`config.mk`:
```
export PLATFORM = sky130hd
export DESIGN_NAME = ptz_position_preset_engine
export DESIGN_NICKNAME = d
export VERILOG_FILES = /design/src/rtl/ptz_pkg.sv /design/src/rtl/ptz_position_preset_engine.sv
export VERILOG_INCLUDE_DIRS = /design/src /design/src/rtl
export SDC_FILE = /design/constraint.sdc
export NUM_CORES = 2
export LEC_CHECK = 0
export ABC_AREA = 1
export BUFFER_PORTS_ARGS = -buffer_cell sky130_fd_sc_hd__buf_2
export CAP_MARGIN = 15
export CORE_UTILIZATION = 50
export CTS_BUF_LIST = sky130_fd_sc_hd__clkbuf_8
export DETAILED_ROUTE_END_ITERATION = 16
export HOLD_SLACK_MARGIN = 0.15
export PLACE_DENSITY_LB_ADDON = 0.2
export SLEW_MARGIN = 0
export SYNTH_ARGS = -nofsm -noshare
export SYNTH_HDL_FRONTEND = slang
export SYNTH_SLANG_ARGS = --single-unit
```
`constraint.sdc`:
```
create_clock -name clk_i -period 8.14 [get_ports clk_i]
set_input_delay 1.221 -clock clk_i [delete_from_list [all_inputs] [get_ports clk_i]]
set_output_delay 1.221 -clock clk_i [all_outputs]
set_load 0.02 [all_outputs]
```
`src/rtl/ptz_position_preset_engine_defines.svh`:
```
// Assertion macros for the PTZ position and preset engine.
`ifndef PTZ_POSITION_PRESET_ENGINE_DEFINES_SVH
`define PTZ_POSITION_PRESET_ENGINE_DEFINES_SVH

// Assert that an antecedent implies a consequent on the next clock edge.
`define PTZ_ASSERT_NEXT(label, clk, rst_n, ante, cons, msg) \
  label: assert property (@(posedge clk) disable iff (!rst_n) (ante) |=> (cons)) \
    else $error(msg);

// Assert that a condition holds at every clock edge outside reset.
`define PTZ_ASSERT_ALWAYS(label, clk, rst_n, cond, msg) \
  label: assert property (@(posedge clk) disable iff (!rst_n) (cond)) \
    else $error(msg);

`endif

```
`src/rtl/ptz_pkg.sv`:
```
// Package of types, constants and status codes for the PTZ preset engine.
`default_nettype none
package ptz_pkg;

  localparam int unsigned PresetSlotsDefault = 16;

  localparam int unsigned InWidth  = 64;
  localparam int unsigned OutWidth = 40;

  typedef enum logic [3:0] {
    ST_OK          = 4'd0,
    ST_BUSY        = 4'd1,
    ST_AXIS        = 4'd2,
    ST_CONSTRAINT  = 4'd3,
    ST_INVALID     = 4'd4,
    ST_FULL        = 4'd5,
    ST_NOTFOUND    = 4'd6,
    ST_REJECTED    = 4'd7,
    ST_UNSUPPORTED = 4'd8
  } status_e;

  typedef enum logic [2:0] {
    REQ_SET    = 3'd0,
    REQ_REL    = 3'd1,
    REQ_GOTO   = 3'd2,
    REQ_SAVE   = 3'd3,
    REQ_REMOVE = 3'd4,
    REQ_BAD5   = 3'd5,
    REQ_BAD6   = 3'd6,
    REQ_BAD7   = 3'd7
  } req_e;

  typedef enum logic [2:0] {
    CFG_FEATURE    = 3'd0,
    CFG_PAN_LO     = 3'd1,
    CFG_PAN_HI     = 3'd2,
    CFG_TILT_LO    = 3'd3,
    CFG_TILT_HI    = 3'd4,
    CFG_ZOOM_HI    = 3'd5,
    CFG_PRESET_LIM = 3'd6,
    CFG_UNUSED     = 3'd7
  } cfg_e;

  typedef enum logic [3:0] {
    S_IDLE,
    S_FIND_RD,
    S_FIND_CHK,
    S_DECIDE,
    S_SHIFT_RD,
    S_SHIFT_WR,
    S_ALLOC_RD,
    S_ALLOC_CHK,
    S_LOAD_RD,
    S_LOAD,
    S_OUT
  } state_e;

  typedef struct packed {
    logic [7:0]         id;
    logic signed [15:0] pan;
    logic signed [15:0] tilt;
    logic [7:0]         zoom;
  } entry_t;

  function automatic logic signed [15:0] clamp16(logic signed [15:0] v,
                                                 logic signed [15:0] lo,
                                                 logic signed [15:0] hi);
    logic signed [15:0] r;
    r = v;
    if (r > hi) r = hi;
    if (r < lo) r = lo;
    return r;
  endfunction

endpackage
`default_nettype wire

```
`src/rtl/ptz_position_preset_engine.sv`:
```
// Top level of the PTZ position and preset engine.
//
//  channel   dir  handshake               payload
//  s_axis    in   s_axis_tvalid/tready    s_axis_tdata: command fields
//  m_axis    out  m_axis_tvalid/tready    m_axis_tdata: status and position
//  cfg       in   cfg_we_i                cfg_idx_i, cfg_data_i
//
//  Set, relative move and any answer given without a table walk pass S_IDLE, S_DECIDE
//  and S_OUT. Goto and remove add S_FIND_RD and S_FIND_CHK per entry searched (goto
//  adds S_LOAD on a hit); remove adds S_SHIFT_RD and S_SHIFT_WR per entry moved up.
//  Save adds an ID allocation walk of S_ALLOC_RD and S_ALLOC_CHK per entry read, up
//  to count+1 reads per try, at most preset_limit-1 tries. Reset zeroes pan, tilt and
//  counters, sets zoom and next ID to 1 and leaves the table unwritten. A new
//  request is taken while the result waits; the next result waits for it.
`default_nettype none
module ptz_position_preset_engine
  import ptz_pkg::*;
#(
  parameter int unsigned PRESET_SLOTS = PresetSlotsDefault
) (
  input  wire logic                clk_i,
  input  wire logic                rst_ni,
  input  wire logic                s_axis_tvalid,
  output logic                     s_axis_tready,
  // req_type[2:0], pan_given, pan_value[15:0], tilt_given, tilt_value[15:0],
  // zoom_given, zoom_value[7:0], preset_number[7:0], preset_number_given,
  // device_ready, device_accepts, zero fill
  input  wire logic [InWidth-1:0]  s_axis_tdata,
  output logic                     m_axis_tvalid,
  input  wire logic                m_axis_tready,
  // status[3:0], pan_now[8:0], tilt_now[8:0], zoom_now[6:0], preset_used[7:0],
  // zero fill
  output logic [OutWidth-1:0]      m_axis_tdata,
  input  wire logic                cfg_we_i,
  input  wire logic [2:0]          cfg_idx_i,
  input  wire logic [8:0]          cfg_data_i
);

  localparam int unsigned IdxW = (PRESET_SLOTS > 1) ? $clog2(PRESET_SLOTS) : 1;
  localparam int unsigned CntW = $clog2(PRESET_SLOTS + 1);

  `include "ptz_position_preset_engine_defines.svh"

  // configuration
  logic [3:0] feat_q;
  logic signed [8:0] plo_q, phi_q, tlo_q, thi_q;
  logic [6:0] zhi_q;
  logic [4:0] plim_q;

  always_ff @(posedge clk_i or negedge rst_ni) begin
    if (!rst_ni) begin
      feat_q <= 4'd15;
      plo_q  <= -9'sd180;
      phi_q  <= 9'sd180;
      tlo_q  <= -9'sd180;
      thi_q  <= 9'sd180;
      zhi_q  <= 7'd100;
      plim_q <= 5'd16;
    end else if (cfg_we_i) begin
      unique case (cfg_e'(cfg_idx_i))
        CFG_FEATURE:    feat_q <= cfg_data_i[3:0];
        CFG_PAN_LO:     plo_q  <= cfg_data_i;
        CFG_PAN_HI:     phi_q  <= cfg_data_i;
        CFG_TILT_LO:    tlo_q  <= cfg_data_i;
        CFG_TILT_HI:    thi_q  <= cfg_data_i;
        CFG_ZOOM_HI:    zhi_q  <= cfg_data_i[6:0];
        CFG_PRESET_LIM: plim_q <= cfg_data_i[4:0];
        default: ;
      endcase
    end
  end

  // table memory
  entry_t mem [PRESET_SLOTS];
  logic            mem_we;
  logic [IdxW-1:0] mem_waddr, mem_raddr;
  entry_t          mem_wdata, mem_rdata;

  always_ff @(posedge clk_i) begin
    if (mem_we) mem[mem_waddr] <= mem_wdata;
    mem_rdata <= mem[mem_raddr];
  end

  // state
  state_e state_q, state_d;
  logic signed [15:0] pan_q, pan_d, tilt_q, tilt_d;
  logic [7:0] zoom_q, zoom_d;
  logic [CntW-1:0] cnt_q, cnt_d;
  logic [7:0] next_q, next_d;
  logic [InWidth-1:0] cmd_q, cmd_d;
  logic [CntW-1:0] ptr_q, ptr_d;
  logic hit;
  logic [7:0] key_q, key_d;
  logic [4:0] step_q, step_d;
  logic [3:0] st_q, st_d;
  logic [7:0] used_q, used_d;
  logic out_v_q, out_v_d;
  logic [OutWidth-1:0] out_q, out_d;

  // command fields
  logic [2:0] c_req;
  logic c_pg, c_tg, c_zg, c_png, c_rdy, c_acc;
  logic signed [15:0] c_pv, c_tv;
  logic signed [7:0] c_zv;
  logic [7:0] c_num;
  assign c_req = cmd_q[2:0];
  assign c_pg  = cmd_q[3];
  assign c_pv  = cmd_q[19:4];
  assign c_tg  = cmd_q[20];
  assign c_tv  = cmd_q[36:21];
  assign c_zg  = cmd_q[37];
  assign c_zv  = cmd_q[45:38];
  assign c_num = cmd_q[53:46];
  assign c_png = cmd_q[54];
  assign c_rdy = cmd_q[55];
  assign c_acc = cmd_q[56];

  // move evaluation
  logic [3:0] mv_st;
  logic signed [15:0] np, nt;
  logic [7:0] nz;
  always_comb begin
    logic signed [15:0] sp, st, plo, phi, tlo, thi, zsum, zhi;
    logic done;
    plo = 16'(plo_q);
    phi = 16'(phi_q);
    tlo = 16'(tlo_q);
    thi = 16'(thi_q);
    zhi = 16'(signed'({1'b0, zhi_q}));
    np = pan_q;
    nt = tilt_q;
    nz = zoom_q;
    mv_st = ST_OK;
    done = 1'b0;
    sp = pan_q + c_pv;
    st = tilt_q + c_tv;
    zsum = 16'(signed'(8'(zoom_q + c_zv)));
    if (!c_rdy) begin
      mv_st = ST_BUSY;
      done = 1'b1;
    end
    if (!done && c_pg) begin
      if (!feat_q[0]) begin
        mv_st = ST_AXIS;
        done = 1'b1;
      end else if (c_req == REQ_REL) begin
        np = clamp16(sp, plo, phi);
      end else if (c_pv > phi || c_pv < plo) begin
        mv_st = ST_CONSTRAINT;
        done = 1'b1;
      end else begin
        np = c_pv;
      end
    end
    if (!done && c_tg) begin
      if (!feat_q[1]) begin
        mv_st = ST_AXIS;
        done = 1'b1;
      end else if (c_req == REQ_REL) begin
        nt = clamp16(st, tlo, thi);
      end else if (c_tv > thi || c_tv < tlo) begin
        mv_st = ST_CONSTRAINT;
        done = 1'b1;
      end else begin
        nt = c_tv;
      end
    end
    if (!done && c_zg) begin
      if (!feat_q[2]) begin
        mv_st = ST_AXIS;
        done = 1'b1;
      end else if (c_req == REQ_REL) begin
        nz = 8'(clamp16(clamp16(zsum, 16'sd1, zhi), 16'sd1, 16'sd32767));
      end else if (16'(c_zv) > zhi || c_zv < 8'sd1) begin
        mv_st = ST_CONSTRAINT;
        done = 1'b1;
      end else begin
        nz = c_zv;
      end
    end
    if (!done && !c_pg && !c_tg && !c_zg) begin
      mv_st = ST_INVALID;
      done = 1'b1;
    end
    if (!done && !c_acc) mv_st = ST_REJECTED;
  end

  logic [CntW-1:0] cap;
  assign cap = (int'(plim_q) > PRESET_SLOTS) ? CntW'(PRESET_SLOTS) : CntW'(plim_q);
  logic [8:0] cand;
  assign cand = {1'b0, next_q} + {4'd0, step_q};

  assign s_axis_tready = (state_q == S_IDLE);
  assign m_axis_tvalid = out_v_q;
  assign m_axis_tdata  = out_q;

  // next state
  always_comb begin
    state_d = state_q;
    unique case (state_q)
      S_IDLE:      if (s_axis_tvalid && s_axis_tready) state_d = S_DECIDE;
      S_DECIDE: begin
        state_d = S_OUT;
        if (feat_q[3] && (c_req == REQ_GOTO || c_req == REQ_REMOVE)) begin
          if (c_req == REQ_GOTO ? (c_rdy && cnt_q != '0)
                                : (c_num < {3'd0, plim_q} && cnt_q != '0))
            state_d = S_FIND_RD;
        end else if (feat_q[3] && c_req == REQ_SAVE && cnt_q < cap && c_acc) begin
          state_d = S_ALLOC_RD;
        end
      end
      S_FIND_RD:   state_d = S_FIND_CHK;
      S_FIND_CHK: begin
        if (hit) begin
          if (!c_acc) state_d = S_OUT;
          else state_d = (c_req == REQ_GOTO) ? S_LOAD : S_SHIFT_RD;
        end else if (ptr_q + 1'b1 >= cnt_q) state_d = S_OUT;
        else state_d = S_FIND_RD;
      end
      S_LOAD_RD:   state_d = S_LOAD;
      S_LOAD:      state_d = S_OUT;
      S_SHIFT_RD:  state_d = (ptr_q + 1'b1 >= cnt_q) ? S_OUT : S_SHIFT_WR;
      S_SHIFT_WR:  state_d = S_SHIFT_RD;
      S_ALLOC_RD:  state_d = S_ALLOC_CHK;
      S_ALLOC_CHK: begin
        if (cand > 9'd255 || (ptr_q >= cnt_q)) state_d = S_OUT;
        else if (mem_rdata.id == cand[7:0]) begin
          state_d = ({1'b0, step_q} + 6'd1 < {1'b0, plim_q}) ? S_ALLOC_RD : S_OUT;
        end else state_d = S_ALLOC_RD;
      end
      S_OUT:       if (!out_v_q || m_axis_tready) state_d = S_IDLE;
      default:     state_d = S_IDLE;
    endcase
  end

  // datapath and outputs
  always_comb begin
    pan_d = pan_q;
    tilt_d = tilt_q;
    zoom_d = zoom_q;
    cnt_d = cnt_q;
    next_d = next_q;
    cmd_d = cmd_q;
    ptr_d = ptr_q;
    hit = 1'b0;
    key_d = key_q;
    step_d = step_q;
    st_d = st_q;
    used_d = used_q;
    out_v_d = out_v_q && !m_axis_tready;
    out_d = out_q;
    mem_we = 1'b0;
    mem_waddr = ptr_q[IdxW-1:0];
    mem_raddr = ptr_q[IdxW-1:0];
    mem_wdata = mem_rdata;
    unique case (state_q)
      S_IDLE: begin
        if (s_axis_tvalid && s_axis_tready) cmd_d = s_axis_tdata;
        ptr_d = '0;
      end
      S_DECIDE: begin
        used_d = '0;
        st_d = ST_OK;
        key_d = c_num;
        if (c_req == REQ_SET || c_req == REQ_REL) begin
          if (feat_q[2:0] == 3'd0) st_d = ST_UNSUPPORTED;
          else begin
            st_d = mv_st;
            if (mv_st == ST_OK) begin
              pan_d = np;
              tilt_d = nt;
              zoom_d = nz;
            end
          end
        end else if (c_req == REQ_GOTO || c_req == REQ_SAVE || c_req == REQ_REMOVE) begin
          if (!feat_q[3]) st_d = ST_UNSUPPORTED;
          else if (c_req == REQ_GOTO) begin
            st_d = !c_rdy ? ST_BUSY : ST_CONSTRAINT;
          end else if (c_req == REQ_REMOVE) begin
            st_d = (c_num < {3'd0, plim_q}) ? ST_NOTFOUND : ST_CONSTRAINT;
          end else if (cnt_q >= cap) st_d = ST_FULL;
          else if (!c_acc) st_d = ST_REJECTED;
          else begin
            mem_we = 1'b1;
            mem_waddr = cnt_q[IdxW-1:0];
            mem_wdata = '{id: c_png ? c_num : next_q, pan: pan_q, tilt: tilt_q,
                          zoom: zoom_q};
            used_d = c_png ? c_num : next_q;
            cnt_d = cnt_q + 1'b1;
            step_d = 5'd1;
          end
        end else st_d = ST_UNSUPPORTED;
      end
      S_FIND_CHK: begin
        hit = (mem_rdata.id == key_q);
        if (hit) begin
          if (!c_acc) st_d = ST_REJECTED;
          else begin
            st_d = ST_OK;
            if (c_req == REQ_GOTO) begin
              pan_d = mem_rdata.pan;
              tilt_d = mem_rdata.tilt;
              zoom_d = mem_rdata.zoom;
            end
          end
        end else ptr_d = ptr_q + 1'b1;
      end
      S_SHIFT_RD: begin
        mem_raddr = IdxW'(ptr_q + 1'b1);
        if (ptr_q + 1'b1 >= cnt_q) cnt_d = cnt_q - 1'b1;
      end
      S_SHIFT_WR: begin
        mem_we = 1'b1;
        mem_wdata = mem_rdata;
        ptr_d = ptr_q + 1'b1;
      end
      S_ALLOC_CHK: begin
        if (cand > 9'd255 || ptr_q >= cnt_q) begin
          next_d = cand[7:0];
        end else if (mem_rdata.id == cand[7:0]) begin
          ptr_d = '0;
          step_d = step_q + 1'b1;
        end else ptr_d = ptr_q + 1'b1;
      end
      S_OUT: begin
        if (!out_v_q || m_axis_tready) begin
          out_v_d = 1'b1;
          out_d = OutWidth'({used_q, zoom_q[6:0], tilt_q[8:0], pan_q[8:0], st_q});
        end
      end
      default: ;
    endcase
  end

  always_ff @(posedge clk_i or negedge rst_ni) begin
    if (!rst_ni) begin
      state_q <= S_IDLE;
      pan_q   <= '0;
      tilt_q  <= '0;
      zoom_q  <= 8'd1;
      cnt_q   <= '0;
      next_q  <= 8'd1;
      out_v_q <= 1'b0;
      ptr_q   <= '0;
      step_q  <= '0;
    end else begin
      state_q <= state_d;
      pan_q   <= pan_d;
      tilt_q  <= tilt_d;
      zoom_q  <= zoom_d;
      cnt_q   <= cnt_d;
      next_q  <= next_d;
      out_v_q <= out_v_d;
      ptr_q   <= ptr_d;
      step_q  <= step_d;
    end
  end

  always_ff @(posedge clk_i) begin
    cmd_q  <= cmd_d;
    key_q  <= key_d;
    st_q   <= st_d;
    used_q <= used_d;
    out_q  <= out_d;
  end

  `PTZ_ASSERT_ALWAYS(a_cnt_bound, clk_i, rst_ni, cnt_q <= CntW'(PRESET_SLOTS),
    "preset count above slot count")
  `PTZ_ASSERT_NEXT(a_out_hold, clk_i, rst_ni, out_v_q && !m_axis_tready,
    out_v_q && $stable(m_axis_tdata), "result dropped while stalled")
  `PTZ_ASSERT_NEXT(a_one_out, clk_i, rst_ni,
    state_q == S_OUT && (!out_v_q || m_axis_tready),
    out_v_q && state_q == S_IDLE, "result not presented after command")
  `PTZ_ASSERT_ALWAYS(a_zoom_min, clk_i, rst_ni, zoom_q != 8'd0 || cnt_q != '0,
    "zoom position zero")

endmodule
`default_nettype wire

```
* Yosys cells after proc, flatten, opt, wreduce, memory -nomap -nowiden
Memory sizes are Yosys's and may differ from the RTL's. A register that Yosys moved wholly into a read port is not among the register bits.
Cells that the tools add are included.
W data, S select, Z words.
** Storage, ports and cells
- Bits in writable memories :: 768
- Memories kept :: 1
- Flip-flop bits (word level) :: 234
- Output and inout bits :: 42
- Bits of input ports :: 81
- Word-level logic and storage cells :: 336
** Operators by class
- Reduce and logical (&&, ||, !) cells :: 63
- $lt $le $gt $ge :: 22
- Muxes and demuxes :: 167
- Add/sub/neg operators :: 9
- Eq/ne operators :: 50
- Bitwise logic cells :: 3
** Memories
- mem :: depth 16, bits a word 48, rd ports 1, clocked after memory_dff 1, wr ports 1, RTL line ptz_position_preset_engine.sv:74 : entry_t mem [PRESET_SLOTS];
** Operator list (number)
- $mux W16 :: 42
- $mux W48 :: 8
- $mux W4 :: 41
- $mux W5 :: 21
- $mux W8 :: 12
- $gt A16 B9 Y1 :: 4
- $lt A16 B9 Y1 :: 4
- $pmux W16 S2 :: 2
- $ne A2 B2 Y1 const B :: 24
- $pmux W4 S11 :: 1
- $reduce_and A10 Y1 :: 4
- $add A16 B16 Y16 :: 2
- $lt A16 B2 Y1 const B :: 2
- $mux W1 :: 28
- $reduce_and A2 Y1 :: 12
- $pmux W5 S2 :: 2
- $pmux W5 S4 :: 1
- $eq A4 B3 Y1 const B :: 4
- $eq A8 B8 Y1 :: 2
- $gt A16 B16 Y1 const B :: 1
- $gt A8 B8 Y1 :: 2
- $pmux W8 S2 :: 1
- $add A5 B1 Y5 const B :: 3
- $ge A5 B5 Y1 :: 3
- 34 further kinds :: 88

* Longest topological paths before layout
- Depth after elaboration :: 32
- Gate-level depth with buffers :: 41
- Mapped depth without buffers :: 39

* Worst setup path before layout
OpenSTA, ideal clock, no wires.
- Kind :: reg-to-reg
- Start point :: reg state_q[2]
- End point :: mem mem[13][0] (netlist bit) (enable)
- Path buffers :: 1
- Clock period less this slack :: 5037 ps
- Data required time :: 7686 ps
- Cell stages (with the launch flop) :: 11
- Slack :: 3103 ps
- Setup time :: 454 ps
- Arrival time :: 4584 ps
- Path through :: dfrtp_1 > nor2_1 > inv_1 > nor2_2 > clkinv_1 > nor3_1 > nand2_1 > clkbuf_1 > o21ai_0 > nand2_1 > nor2_1
** On the way
- Longest elaborated chain between the ends :: 4
- Elaborated cells between the ends (all ways) :: 6
- Those cells by class :: 2 x eq/ne; 4 x mux
** Ends and longest elaborated chain
- from (decl) :: RTL line ptz_position_preset_engine.sv:85 : state_e state_q, state_d;
- from (signal assigned) :: RTL line ptz_position_preset_engine.sv:347 : state_q <= state_d;
- $eq A4 B3 Y1 or $eq A4 B2 Y1 (tied branches) :: RTL line ptz_position_preset_engine.sv:256 : unique case (state_q)
- $pmux W1 S2 :: RTL line ptz_position_preset_engine.sv:256
- $mux W1 :: RTL line ptz_position_preset_engine.sv:80 : if (mem_we) mem[mem_waddr] <= mem_wdata;
- $mux W1 (implied by the code) :: RTL line ptz_position_preset_engine.sv:80
- to (decl) :: RTL line ptz_position_preset_engine.sv:74
Parallel ways exist; a longest one is shown, timed or not.

* Worst setup path after layout
- Start point :: reg cmd_q[7]
- End point :: reg pan_q[6]
** On the way
- Longest elaborated chain between the ends :: 25
- Elaborated cells between the ends (all ways) :: 59
- Those cells by class :: 1 x add/sub; 4 x order compare; 2 x eq/ne; 39 x mux; 13 x reduce/logical
** Ends and longest elaborated chain
- from (decl) :: RTL line ptz_position_preset_engine.sv:90 : logic [InWidth-1:0] cmd_q, cmd_d;
- from (signal assigned) :: RTL line ptz_position_preset_engine.sv:360 : cmd_q <= cmd_d;
- parallel branches: the longest is 25 deep, another holds $add A16 B16 Y16
- to (signal assigned) :: RTL line ptz_position_preset_engine.sv:348 : pan_q <= pan_d;
- to (decl) :: RTL line ptz_position_preset_engine.sv:86 : logic signed [15:0] pan_q, pan_d, tilt_q, tilt_d;
Parallel ways; which one is timed is not known. The select of a mux whose other input is x is not followed.
A chain may end at the register's enable or synchronous reset.

==> reports/qor.log <==
INFO  timing         relSlewSlack=0.233
INFO  power          leakage=20.7nW
INFO  run_status     outcome=completed
INFO  placement      global_placement_routability_congestion=0.933
INFO  timing         clock-skew-final=0.0379ns
INFO  clock_tree     clk_latency=0.84ns
INFO  clock_tree     cts_max_level=4
INFO  timing         rsz0062_at_grt=no
INFO  synth          synth_flop_cell=edfxtp_1
INFO  final_layout   fill_cells=8,098
INFO  synth          seq_cells_post_synth=1,050
INFO  timing         tns=0ns
INFO  timing         finalCritPeriodShare=0.811
INFO  power          peak_vdd_ir=0.331mV
INFO  synth          yosys-top-cells-area=edfxtp_1 55%, o21ai_0 5.9%, nand2_1 5.8%
INFO  final_layout   finalNetCount=4,826
INFO  die            initial_utilization=0.505
INFO  routing        detailedRoute.firstIterationViolations=3,057
INFO  clock_tree     cts_buffer_depth=3
INFO  grt            maximum_number_of_pins_on_one_net_before_global_route_repair=215
INFO  synth          synth_area_leader=edfxtp_1
INFO  synth          mappedNetlistArea=48,000um^2
INFO  routing        postRouteWirelength=126,000um
INFO  final_layout   post_route_cells_drive_above_1_share=0.110
INFO  routing        postRouteAntennaNets=0
INFO  synth          synth_xor_xnor_area_share=0.0111
INFO  placement      portbufs=112
INFO  synth          synthesis_warnings=0
INFO  die            core=95,000um^2
INFO  synth          synth_simple_gate_area_share=0.133
INFO  die            die-width=312um
INFO  synth          synth_top_family_by_area=simple AND/OR/NAND/NOR gates
INFO  routing        drc_violations=0
INFO  final_layout   most-common-layout-cells=882 x edfxtp_1, 741 x nand2_1, 567 x o21ai_0
INFO  routing        drt-vias-per-instance=5.66
INFO  critical_path  critical_path_class=flop to flop
INFO  synth          syn-mean-instance-area=10.9um^2
INFO  synth          synth-edff-count=882
INFO  clock_tree     clock-root-buffer=clkbuf_8
INFO  placement      dp_hpwl=74,500um
INFO  routing        wl_per_cell=21.1um
INFO  worst_hold_path hold_class=input port to async pin
INFO  synth          synth-seq-area-share=0.636
INFO  critical_path  worst-endpoint-required=8.86ns
INFO  flow_run       timing.max_cap.violations=0
INFO  die            die-area=97,100um^2
INFO  timing         finalCriticalPeriod=6.60ns
INFO  clock_tree     clock_transition_at_the_register_clock_pins_on_the_worst_setup_and_hold_paths_after_cts=0.07ns
INFO  final_layout   layout.cells.most_common=edfxtp_1
INFO  die            top_level_ports=123
INFO  clock_tree     numCtsBuffers=169
INFO  die            die_height=312um
INFO  grt            global_route.overflow_total=0
INFO  final_layout   area_growth_syn_to_layout=11.5%
INFO  final_layout   post-route-util=0.563
INFO  timing         finalHoldViolations=0
INFO  synth          synth-async-reset-ratio=0.114
INFO  timing         maxClockFrequency=0.151GHz
INFO  critical_path  cpMaxStageDelayCell=edfxtp_1
INFO  grt            number_of_global_route_vias_before_repair=31,882
INFO  critical_path  critPathMaxStageDelay=0.49ns
INFO  clock_tree     cts.sink_count=1,050
INFO  final_layout   seqCellArea=30,500um^2
INFO  synth          synth_cells=4,382
INFO  grt            global_route_wire_length_before_repair=191,000um
INFO  clock_tree     cts_hold_buffers=0
INFO  grt            grt_antenna_before_repair=4
INFO  timing         worst-slew-pin-transition=1.15ns
INFO  synth          yosysUniqueCellTypes=56
INFO  routing        drt-pass1-iter-count=6
INFO  final_layout   multiInputGateArea=15,700um^2
INFO  grt            grt_resource_usage_total=0.257
INFO  critical_path  worst_setup_path_start_kind=flop
INFO  critical_path  critical_path_sink_type=flop
INFO  die            placementRows=113
INFO  clock_tree     number_of_gates_given_a_new_drive_strength_after_cts=0
INFO  synth          synth-adder-area-share=0.0564
INFO  timing         setup_viol=0
INFO  synth          yosysTopAreaCellShare=0.552
INFO  clock_tree     cts_setup_buffers=0
INFO  clock_tree     cts_tree=built
INFO  synth          synth_compound_gate_area_share=0.122
INFO  critical_path  crit_path_frequent_cell=nand2_1
INFO  routing        dr_total_vias=33,637
INFO  synth          yosys-mux-area-fraction=0.00125
INFO  critical_path  critPathArrivalTime=7.32ns
INFO  critical_path  crit_fanout=17
INFO  power          power-per-cell-area=360nW/um^2
INFO  timing         maxSlewViolCount=0
power by group:
part	switching [W]	total (W)	internal (W)	leakage, nW
clock network	0.00214	0.00445	0.00231	2.01
logic	0.00507	0.00750	0.00243	8.88
registers	0.000484	0.00729	0.00681	9.82
Yosys cell counts (10+ instances only):
library cell	number
dfrtp_1	94
nand3b_1	10
buf_2	14
edfxtp_1	882
nand2_1	743
nor2_1	521
nor3_1	26
dfstp_2	26
nand4_1	16
o22ai_1	46
clkbuf_1	179
a21oi_1	109
inv_1	299
o211ai_1	44
ha_1	208
nand3_1	202
xor2_1	41
o21a_1	13
o221ai_1	152
o21ai_0	569
xnor2_1	18
dfxtp_1	48
worst max-delay path: cells and delay by family (launching register included):
family                   cells  cell delay [ns]
AO/OA/AOI/OAI               12             2.18
buffers and inverters        3             0.56
XOR/XNOR                     1             0.24
adder cells (fa/ha/maj)      3             0.99
flip-flops                   1             0.49
AND/OR/NAND/NOR             14             2.02
logic make-up after synthesis:
logic type | after synthesis
compound gates | 984
xor+xnor | 60
fa+ha+maj | 213
buf+inv | 513
flops | 1050
mux | 6
other cells | 1
simple gates | 1555
state kept, by name, indices dropped and copies added, names as in the netlist, 7 cells and up:
signal	cells
mem	768
cmd_q	57
mem_rdata	48
m_axis_tdata	37
pan_q	16
tilt_q	16
phi_q	9
plo_q	9
thi_q	9
tlo_q	9
key_q	8
next_q	8
used_q	8
zoom_q	8
zhi_q	7
path summary, 6_finish.rpt:
path	startpoint	to	slack, ns	depth (start not counted)
worst max-delay path	cmd_q[7]	pan_q[6]	1.54	33
worst min-delay path	rst_ni	plim_q[0]	0.37	1
worst max register to register	cmd_q[7]	pan_q[6]	1.54	33
worst min register to register	st_q[1]	m_axis_tdata[1]	0.42	0
max in group asynchronous	rst_ni	tilt_q[0]	6.40	2
min in group clk_i	st_q[1]	m_axis_tdata[1]	0.42	0
per-layer routing:
layer	vias to the layer above	GRT usage	routed length (um)
li1	15944	-	-
met1	16261	0.361	55600
met2	1240	0.406	57700
met3	192	0.0510	9470
met4	0	0.0749	2860
met5	-	0	0
area by class of cell:
| type | count | share of cell area |
|---|---|---|
| diodes | 1 | 0.0000468 |
| clock buffers | 199 | 0.0512 |
| clock inverters | 119 | 0.0117 |
| inverters | 308 | 0.0220 |
| multi-input cells | 2821 | 0.293 |
| flip-flops and latches | 1050 | 0.570 |
| well taps | 1265 | 0.0296 |
| repair buffers | 182 | 0.0217 |
through the flow:
step                hold WS, ns  setup slack (ns)  instances  power [W]  cell area, um^2
floorplan                 0.400              3.10       4384     0.0128            48000
global placement          0.403              1.71       5625     0.0146            50100
detailed placement        0.405              1.63       5625     0.0148            50100
CTS                       0.316              1.59       5943     0.0193            53400
global route              0.364             0.920       5945     0.0206            53500
finish                    0.367              1.54       5945     0.0192            53500
(Power assumes the default switching activity.)
